--- src/rtl/ira_pkg.sv ---
// ----------------------------------------------------------------------------
// ira_pkg
// Shared types, kind codes and character constants for the integer to ASCII
// radix converter.
// ----------------------------------------------------------------------------
`default_nettype none

package ira_pkg;

  // Conversion kinds
  typedef enum logic [2:0] {
    KIND_SDEC  = 3'd0,
    KIND_UDEC  = 3'd1,
    KIND_OCT   = 3'd2,
    KIND_HEXL  = 3'd3,
    KIND_HEXU  = 3'd4,
    KIND_PTR   = 3'd5
  } kind_t;

  // Input transaction
  typedef struct packed {
    logic [2:0]  kind;
    logic [63:0] value;
  } in_t;

  // Result transaction
  typedef struct packed {
    logic [7:0] char_out;
    logic       last;
  } out_t;

  // Status of the BCD conversion unit
  typedef struct packed {
    logic busy;
    logic done;
  } dab_stat_t;

  localparam int unsigned BIN_W   = 32;
  localparam int unsigned BCD_DIG = 10;
  localparam int unsigned BCD_W   = 4 * BCD_DIG;
  localparam int unsigned DIG_N   = 16;
  localparam int unsigned DIG_W   = 4 * DIG_N;

  localparam logic [7:0] CH_ZERO  = 8'h30;  // '0'
  localparam logic [7:0] CH_MINUS = 8'h2d;  // '-'
  localparam logic [7:0] CH_X     = 8'h78;  // 'x'
  localparam logic [7:0] CH_UBASE = 8'h37;  // 'A' - 10
  localparam logic [7:0] CH_LBASE = 8'h57;  // 'a' - 10

  // One digit value to its ASCII character
  function automatic logic [7:0] digit_char(input logic [3:0] d, input logic upper);
    logic [7:0] base;
    if (d < 4'd10) begin
      base = CH_ZERO;
    end else if (upper) begin
      base = CH_UBASE;
    end else begin
      base = CH_LBASE;
    end
    return base + {4'd0, d};
  endfunction

endpackage

`default_nettype wire

--- src/rtl/ira_dabble.sv ---
// ----------------------------------------------------------------------------
// ira_dabble
// Iterative binary to BCD converter: one shift-and-add-3 step per cycle,
// 32 steps per conversion.
// ----------------------------------------------------------------------------
`default_nettype none

module ira_dabble (
  input  wire logic                        clk,
  input  wire logic                        rst_n,
  input  wire logic                        load,
  input  wire logic [ira_pkg::BIN_W-1:0]   bin,
  output ira_pkg::dab_stat_t               stat,
  output logic      [ira_pkg::BCD_W-1:0]   bcd
);

  logic [ira_pkg::BIN_W-1:0] bin_r, bin_nxt;
  logic [ira_pkg::BCD_W-1:0] bcd_r, bcd_nxt;
  logic [4:0]                cnt_r, cnt_nxt;
  logic                      run_r, run_nxt;
  logic                      done_r, done_nxt;
  logic [ira_pkg::BCD_W-1:0] adj;

  // Add 3 to every BCD digit of 5 or more (all digits in parallel)
  always_comb begin
    for (int k = 0; k < ira_pkg::BCD_DIG; k++) begin
      if (bcd_r[4*k +: 4] >= 4'd5) begin
        adj[4*k +: 4] = bcd_r[4*k +: 4] + 4'd3;
      end else begin
        adj[4*k +: 4] = bcd_r[4*k +: 4];
      end
    end
  end

  // Step control
  always_comb begin
    bin_nxt  = bin_r;
    bcd_nxt  = bcd_r;
    cnt_nxt  = cnt_r;
    run_nxt  = run_r;
    done_nxt = 1'b0;
    if (load) begin
      bin_nxt = bin;
      bcd_nxt = '0;
      cnt_nxt = '0;
      run_nxt = 1'b1;
    end else if (run_r) begin
      bcd_nxt = {adj[ira_pkg::BCD_W-2:0], bin_r[ira_pkg::BIN_W-1]};
      bin_nxt = {bin_r[ira_pkg::BIN_W-2:0], 1'b0};
      cnt_nxt = cnt_r + 5'd1;
      if (cnt_r == 5'(ira_pkg::BIN_W - 1)) begin
        run_nxt  = 1'b0;
        done_nxt = 1'b1;
      end
    end
  end

  always_ff @(posedge clk) begin
    bin_r <= bin_nxt;
    bcd_r <= bcd_nxt;
    cnt_r <= cnt_nxt;
    if (!rst_n) begin
      run_r  <= 1'b0;
      done_r <= 1'b0;
    end else begin
      run_r  <= run_nxt;
      done_r <= done_nxt;
    end
  end

  assign stat.busy = run_r;
  assign stat.done = done_r;
  assign bcd       = bcd_r;

endmodule

`default_nettype wire

--- src/rtl/integer_radix_to_ascii.sv ---
// ----------------------------------------------------------------------------
// integer_radix_to_ascii
// Formats one integer as ASCII text, most significant digit first, one
// character per output strobe, last character flagged.
// ----------------------------------------------------------------------------
// Hex, octal and pointer kinds go straight to leading-zero trim, which shifts
//   one digit per cycle; decimal kinds first pass through the iterative binary
//   to BCD unit. One transaction at a time: start is taken only while idle.
// Kinds 6 and 7 are dropped and the block stays idle. Reset returns to idle
//   with the strobe low.
`default_nettype none

module integer_radix_to_ascii (
  input  wire logic          clk,
  input  wire logic          rst_n,
  input  wire logic          start,
  output logic               busy,
  input  wire ira_pkg::in_t  in_item,
  output logic               out_valid,
  output ira_pkg::out_t      out_item
);

  typedef enum logic [1:0] {
    S_IDLE,
    S_CONV,
    S_TRIM,
    S_EMIT
  } state_t;

  state_t                      state_r, state_nxt;
  logic [ira_pkg::DIG_W-1:0]   dig_r, dig_nxt;
  logic [4:0]                  ndig_r, ndig_nxt;
  logic [1:0]                  pfx_r, pfx_nxt;
  logic                        ptr_r, ptr_nxt;
  logic                        upper_r, upper_nxt;
  logic                        out_valid_r, out_valid_nxt;
  ira_pkg::out_t               out_r, out_nxt;

  logic                        accept;
  logic                        dab_load;
  logic [31:0]                 low;
  logic [31:0]                 mag;
  logic [32:0]                 low33;
  logic [43:0]                 oct;
  logic                        neg;
  ira_pkg::dab_stat_t          dab_stat;
  logic [ira_pkg::BCD_W-1:0]   bcd;

  assign accept = start && (state_r == S_IDLE);
  assign low    = in_item.value[31:0];
  assign neg    = (in_item.kind == ira_pkg::KIND_SDEC) && low[31];
  assign mag    = neg ? (~low + 32'd1) : low;
  assign low33  = {1'b0, low};
  assign dab_load = accept && ((in_item.kind == ira_pkg::KIND_SDEC) ||
                               (in_item.kind == ira_pkg::KIND_UDEC));

  // Octal digits regrouped into nibbles, most significant first
  always_comb begin
    for (int k = 0; k < 11; k++) begin
      oct[43-4*k -: 4] = {1'b0, low33[32-3*k -: 3]};
    end
  end

  ira_dabble u_dabble (
    .clk   (clk),
    .rst_n (rst_n),
    .load  (dab_load),
    .bin   (mag),
    .stat  (dab_stat),
    .bcd   (bcd)
  );

  // Sequencer
  always_comb begin
    state_nxt     = state_r;
    dig_nxt       = dig_r;
    ndig_nxt      = ndig_r;
    pfx_nxt       = pfx_r;
    ptr_nxt       = ptr_r;
    upper_nxt     = upper_r;
    out_valid_nxt = 1'b0;
    out_nxt       = out_r;
    case (state_r)
      S_IDLE: begin
        if (accept) begin
          upper_nxt = (in_item.kind == ira_pkg::KIND_HEXU);
          ptr_nxt   = (in_item.kind == ira_pkg::KIND_PTR);
          pfx_nxt   = 2'd0;
          case (in_item.kind)
            ira_pkg::KIND_SDEC: begin
              pfx_nxt   = neg ? 2'd1 : 2'd0;
              state_nxt = S_CONV;
            end
            ira_pkg::KIND_UDEC: begin
              state_nxt = S_CONV;
            end
            ira_pkg::KIND_OCT: begin
              dig_nxt   = {oct, 20'd0};
              ndig_nxt  = 5'd11;
              state_nxt = S_TRIM;
            end
            ira_pkg::KIND_HEXL, ira_pkg::KIND_HEXU: begin
              dig_nxt   = {low, 32'd0};
              ndig_nxt  = 5'd8;
              state_nxt = S_TRIM;
            end
            ira_pkg::KIND_PTR: begin
              dig_nxt   = in_item.value;
              ndig_nxt  = 5'd16;
              pfx_nxt   = 2'd2;
              state_nxt = S_TRIM;
            end
            default: begin
              state_nxt = S_IDLE;
            end
          endcase
        end
      end
      S_CONV: begin
        if (dab_stat.done) begin
          dig_nxt   = {bcd, 24'd0};
          ndig_nxt  = 5'd10;
          state_nxt = S_TRIM;
        end
      end
      S_TRIM: begin
        // Drop one leading zero digit per cycle, keep at least one digit
        if ((ndig_r > 5'd1) && (dig_r[63:60] == 4'd0)) begin
          dig_nxt  = {dig_r[59:0], 4'd0};
          ndig_nxt = ndig_r - 5'd1;
        end else begin
          state_nxt = S_EMIT;
        end
      end
      S_EMIT: begin
        out_valid_nxt = 1'b1;
        if (pfx_r != 2'd0) begin
          if (!ptr_r) begin
            out_nxt.char_out = ira_pkg::CH_MINUS;
          end else if (pfx_r == 2'd2) begin
            out_nxt.char_out = ira_pkg::CH_ZERO;
          end else begin
            out_nxt.char_out = ira_pkg::CH_X;
          end
          out_nxt.last = 1'b0;
          pfx_nxt      = pfx_r - 2'd1;
        end else begin
          out_nxt.char_out = ira_pkg::digit_char(dig_r[63:60], upper_r);
          out_nxt.last     = (ndig_r == 5'd1);
          dig_nxt          = {dig_r[59:0], 4'd0};
          ndig_nxt         = ndig_r - 5'd1;
          if (ndig_r == 5'd1) begin
            state_nxt = S_IDLE;
          end
        end
      end
      default: begin
        state_nxt = S_IDLE;
      end
    endcase
  end

  always_ff @(posedge clk) begin
    dig_r   <= dig_nxt;
    ndig_r  <= ndig_nxt;
    pfx_r   <= pfx_nxt;
    ptr_r   <= ptr_nxt;
    upper_r <= upper_nxt;
    out_r   <= out_nxt;
    if (!rst_n) begin
      state_r     <= S_IDLE;
      out_valid_r <= 1'b0;
    end else begin
      state_r     <= state_nxt;
      out_valid_r <= out_valid_nxt;
    end
  end

  assign busy      = (state_r != S_IDLE);
  assign out_valid = out_valid_r;
  assign out_item  = out_r;

endmodule

`default_nettype wire

--- config.mk ---
export PLATFORM = sky130hd
export DESIGN_NAME = integer_radix_to_ascii
export DESIGN_NICKNAME = d
export VERILOG_FILES = /design/src/rtl/ira_pkg.sv /design/src/rtl/ira_dabble.sv /design/src/rtl/integer_radix_to_ascii.sv
export SDC_FILE = /design/constraint.sdc
export NUM_CORES = 1
export LEC_CHECK = 0
export BUFFER_PORTS_ARGS = -buffer_cell sky130_fd_sc_hd__clkbuf_2
export CORE_MARGIN = 1.5
export CORE_UTILIZATION = 40
export DETAILED_ROUTE_END_ITERATION = 16
export HOLD_SLACK_MARGIN = 0.12
export PLACE_DENSITY = 0.65
export SLEW_MARGIN = 20
export SYNTH_ARGS = -nofsm -noshare
export SYNTH_HDL_FRONTEND = slang
export SYNTH_HIERARCHICAL = 1
export SYNTH_SLANG_ARGS = --single-unit
export TNS_END_PERCENT = 30
--- constraint.sdc ---
create_clock -name clk -period 8.1 [get_ports clk]
set_input_delay 1.215 -clock clk [delete_from_list [all_inputs] [get_ports clk]]
set_output_delay 1.215 -clock clk [all_outputs]
set_load 0.005 [all_outputs]
==> impl_metrics.json, run 1 <==
{
  "htree_levels": 4,
  "dpl.cell_count": 1252,
  "drc": 0,
  "fin_crit_ps": 3270,
  "total_power_mw": 3.86,
  "clock_path_buffers": 2,
  "via_per_inst": 5.88,
  "setup_violations": 0,
  "grt_pass1_vias": 6974,
  "syn2layout_area_growth_pct": 12.7,
  "fin_skew_ps": 9.98,
  "cts_resized": 0,
  "drtIter0Drc": 917,
  "ys_warn_count": 6,
  "cts_buffers": 17,
  "p_leak_nw": 3.91,
  "maxSlewHeadroom": 0.292,
  "grt_first_pass_wirelength_mm": 37.6,
  "cts_setup_buffers": 0,
  "routabilityCongestion": 0.862,
  "finalSetupTns_ps": 0,
  "clock.fmax_mhz": 306,
  "wl_met1_mm": 10.5,
  "cts_hold_buf": 0,
  "netlist_area_sq_mm": 0.00938,
  "end_kind": "register",
  "nets": 1063,
  "layout-drive-gt1-share": 0.196,
  "dieArea_sq_mm": 0.0244,
  "met2_length_mm": 11.3,
  "diodes": 0,
  "grt_usage": 0.199,
  "start_util": 0.410,
  "clkTransAtPathRegs_ps": 60,
  "maxCapViolCount": 0,
  "pwr_density_cell_mw_per_mm2": 365,
  "dp_slack_ps": 4480,
  "std_cell_rows": 55,
  "rsz0062_at_grt": "false",
  "fin_cells": 1284,
  "core-area_sq_mm": 0.0228,
  "wl_per_cell_um": 18.7,
  "routed.top_layer": "met4",
  "drt_first_pass_iters": 7,
  "holdCritPathClass": "register to register",
  "die_y_um": 156,
  "clk_latency_ps": 430,
  "fin_hold_ws_ps": 494,
  "syn_inst": 919,
  "hold_viol": 0,
  "portBuffers": 80,
  "finalMaxSlewViolations": 0,
  "required_ps": 8280,
  "period_share": 0.404,
  "cts-root-buf": "clkbuf_16",
  "ant_nets": 0,
  "tritoncts": "done",
  "setup.worst_path.start_class": "input port",
  "syn_avg_cell_area_sq_um": 10.2,
  "routed-wl-met3_mm": 1.84,
  "pin_count": 81,
  "cts_sinks": 164,
  "setup_ws_ps": 4830,
  "syn_nets": 1024,
  "overflow": 0,
  "worst-path-max-fanout": 14,
  "critPathKind": "input port to register",
  "status": "finished clean",
  "vias": 7545,
  "antenna_found_initial": 0,
  "grt_max_degree": 89,
  "peakVddDrop_v": 0.000255,
  "max_slew.worst_pin.slew_ps": 1060,
  "die_w_um": 156,
  "drt-total-wl_mm": 24.0,
  "cp.arrival_ps": 3460,
  "dp_hpwl_mm": 16.1
}
[layer usage]
metal,vias to the layer above,GRT usage
met5,-,0
met4,0,0.0476
met3,28,0.0406
met2,319,0.322
met1,3630,0.272
li1,3568,-
[worst max-delay path, cell delays in order]
cell and delay (ps):
clkbuf_2 160, nor4_1 450, nand4_1 660, o41ai_1 600
xnor2_1 100, mux2_2 260
[state kept, by name, summed over array words and instances, names as in the netlist]
name,count
u_dabble/bin_r,32
ndig_r,5
u_dabble/bcd,40
u_dabble/run_r,1
pfx_r,2
state_r,2
u_dabble/cnt_r,5
out_item,9
u_dabble/done_r,1
upper_r,1
dig_r,64
out_valid,1
ptr_r,1
[per-stage QoR]
step	area [sq um]	utilization
CTS	10600	0.462
detailed placement	9960	0.436
floorplan	9380	-
global placement	9960	0.436
finish	10600	0.462
global route	10600	0.462
[worst paths after layout]
path         cells after the start  slack [ps]              from            endpoint
max                              6        4830       in_item[10]  u_dabble/bin_r[19]
min                              2         490  u_dabble/bcd[39]    u_dabble/bcd[39]
max reg2reg                      7        5110        state_r[0]           dig_r[28]
min reg2reg                      2         490  u_dabble/bcd[39]    u_dabble/bcd[39]
[placed cells by master (no fill, tap or decap), types with 5 or more instances in the layout]
cell	instances
a21bo_2	5
a21o_1	5
a21oi_1	42
a222oi_1	37
a22o_1	16
a22oi_1	19
a311oi_2	9
a31oi_1	6
and2_1	5
buf_4	11
clkbuf_16	17
clkbuf_2	80
dfxtp_1	49
edfxtp_1	114
ha_1	34
inv_1	61
mux2_2	31
mux2i_1	5
nand2_1	78
nand2b_1	6
nand3_1	23
nand4_1	15
nor2_1	45
nor3_1	21
nor4_1	7
o21ai_0	48
o21ai_1	22
o22a_2	7
o22ai_1	10
o31ai_1	6
o32ai_1	9
or3_1	13
xnor2_1	19
xor2_1	16
[where the power goes]
group | internal (mW) | switching [mW]
clock network | 0.488 | 0.352
registers | 1.37 | 0.249
logic | 0.539 | 0.860
total | 2.40 | 1.46
[layout make-up]
| cell class | instances | area [sq um] |
|---|---|---|
| Multi-Input combinational cell | 623 | 4430 |
| Clock inverter | 15 | 178 |
| Timing Repair Buffer | 91 | 483 |
| Fill cell | 2169 | 12300 |
| Clock buffer | 17 | 425 |
| Tap cell | 313 | 392 |
| Inverter | 61 | 229 |
| Sequential cell | 164 | 4430 |
No activity file was read; power rests on OpenSTA's default activity.
==> run 2: changes to the inputs <==
--- a/config.mk
+++ b/config.mk
@@ -5,6 +5,7 @@
 export SDC_FILE = /design/constraint.sdc
 export NUM_CORES = 1
 export LEC_CHECK = 0
+export ABC_AREA = 1
 export BUFFER_PORTS_ARGS = -buffer_cell sky130_fd_sc_hd__clkbuf_2
 export CORE_MARGIN = 1.5
 export CORE_UTILIZATION = 40
==> constraint.sdc (replaced) <==
create_clock -name clk -period 3.25 [get_ports clk]
set_input_delay 0.4875 -clock clk [delete_from_list [all_inputs] [get_ports clk]]
set_output_delay 0.4875 -clock clk [all_outputs]
set_load 0.005 [all_outputs]
==> run 2 against run 1 <==
Compared with the run above:
- sequential share of layout area is 1.5 points lower
- critical path depth up 2
- via count increased by 14%
- critical path type is now register to register
- critical endpoint is now dig_r[60]
- largest power group unchanged
==> impl_metrics.json, run 2 <==
{
  "holdCritPathClass": "input port to register",
  "final_cell_area_sq_mm": 0.0109,
  "fin_cells": 1633,
  "clk_latency_ps": 440,
  "comb_power_share": 0.283,
  "hold_viol": 0,
  "status": "finished clean",
  "drtIter0Drc": 971,
  "pwr_density_cell_mw_per_mm2": 686,
  "placed_cell_area_sq_mm": 0.0103,
  "final_util": 0.465,
  "portBuffers": 80,
  "die_w_um": 158,
  "peakVddDrop_v": 0.000384,
  "max_slew.worst_pin.slew_ps": 779,
  "required_ps": 3520,
  "diodes": 0,
  "setup_violations": 0,
  "total_power_mw": 7.50,
  "syn_inst": 1235,
  "antenna_found_initial": 0,
  "dieArea_sq_mm": 0.0251,
  "finalSetupTns_ps": 0,
  "start_util": 0.410,
  "core-area_sq_mm": 0.0235,
  "largest_reg_flops": 64,
  "fin_hold_ws_ps": 328,
  "dp_slack_ps": 934,
  "rsz0062_at_grt": "false",
  "drc": 0,
  "drt_first_pass_iters": 6,
  "grt_max_degree": 70,
  "pin_count": 81,
  "worst-path-max-fanout": 52,
  "p_int_mw": 4.91,
  "ant_nets": 0,
  "fin_skew_ps": 12.0,
  "end_kind": "register",
  "layout-drive-gt1-share": 0.119,
  "tritoncts": "done",
  "clock_path_buffers": 2,
  "netlist_area_sq_mm": 0.00965,
  "ys_warn_count": 6,
  "max_flop_register": "dig_r",
  "grt_first_pass_wirelength_mm": 42.5,
  "dpl.cell_count": 1601,
  "via_per_inst": 5.27,
  "cts-root-buf": "clkbuf_16",
  "grt_pass1_vias": 8020,
  "vias": 8610,
  "dp_hpwl_mm": 19.4,
  "cts_hold_buf": 0,
  "swShare": 0.346,
  "fin_crit_ps": 2390,
  "cts_resized": 0,
  "std_cell_rows": 56,
  "setup.worst_path.start_class": "register",
  "syn_nets": 1340,
  "cts_buffers": 17,
  "wl_per_cell_um": 16.4,
  "routabilityCongestion": 0.867,
  "drt-total-wl_mm": 26.8,
  "p_seq_frac": 0.434,
  "clkTransAtPathRegs_ps": 60,
  "finalMaxSlewViolations": 0,
  "cts_sinks": 164,
  "grt_usage": 0.223,
  "power_frac_clock": 0.283,
  "maxCapViolCount": 0,
  "clock.fmax_mhz": 419,
  "p_leak_nw": 4.85,
  "p_switching_mw": 2.59,
  "cp.arrival_ps": 2650,
  "die_y_um": 158,
  "critPathKind": "register to register",
  "syn_avg_cell_area_sq_um": 7.81,
  "cts_setup_buffers": 0,
  "period_share": 0.734,
  "nets": 1406,
  "final_cell_mix": "nand2_1, edfxtp_1, inv_1",
  "maxSlewHeadroom": 0.480,
  "setup_ws_ps": 864,
  "overflow": 0,
  "syn2layout_area_growth_pct": 13.5,
  "final_common_cell": "nand2_1",
  "htree_levels": 4
}
-- run 2: path summary, 6_finish.rpt --
check | endpoint | start | depth (start not counted) | slack (ps)
worst max-delay path | dig_r[60] | state_r[1] | 8 | 860
worst min-delay path | out_valid | rst_n | 3 | 330
worst max register to register | dig_r[60] | state_r[1] | 8 | 860
worst min register to register | u_dabble/bcd[37] | u_dabble/bcd[37] | 2 | 470
-- run 2: critical path, stage by stage (launching register included) --
cell and delay (ps):
dfxtp_1 400, ha_1 580, inv_2 150, a21oi_4 410, buf_12 300, nand2_1 90, nand2_1 70, a21oi_1 50
o211ai_1 110
-- run 2: layout make-up --
cell class	instances	area, sq um
multi-input combinational	909	4530
fill	2379	12600
sequential	164	4420
timing repair buffer	92	515
inverter	117	442
tap	319	399
clock buffer	25	582
clock inverter	7	50.0
-- run 2: power groups by stage --
stage	Combinational, mW	Sequential (mW)	Clock, mW
2_1_floorplan	1.52	3.24	0
3_3_place_gp	2.08	3.28	0
5_1_grt	2.38	3.30	2.24
4_1_cts	2.11	3.25	2.15
6_report	2.13	3.26	2.12
3_5_place_dp	2.10	3.29	0
-- run 2: metal layers --
layer / share of wire / vias up / GRT usage
met5: 0 / - / 0
met2: 0.47 / 298 / 0.367
li1: - / 4233 / -
met1: 0.45 / 4044 / 0.301
met4: 0.021 / 0 / 0.0654
met3: 0.058 / 35 / 0.0386
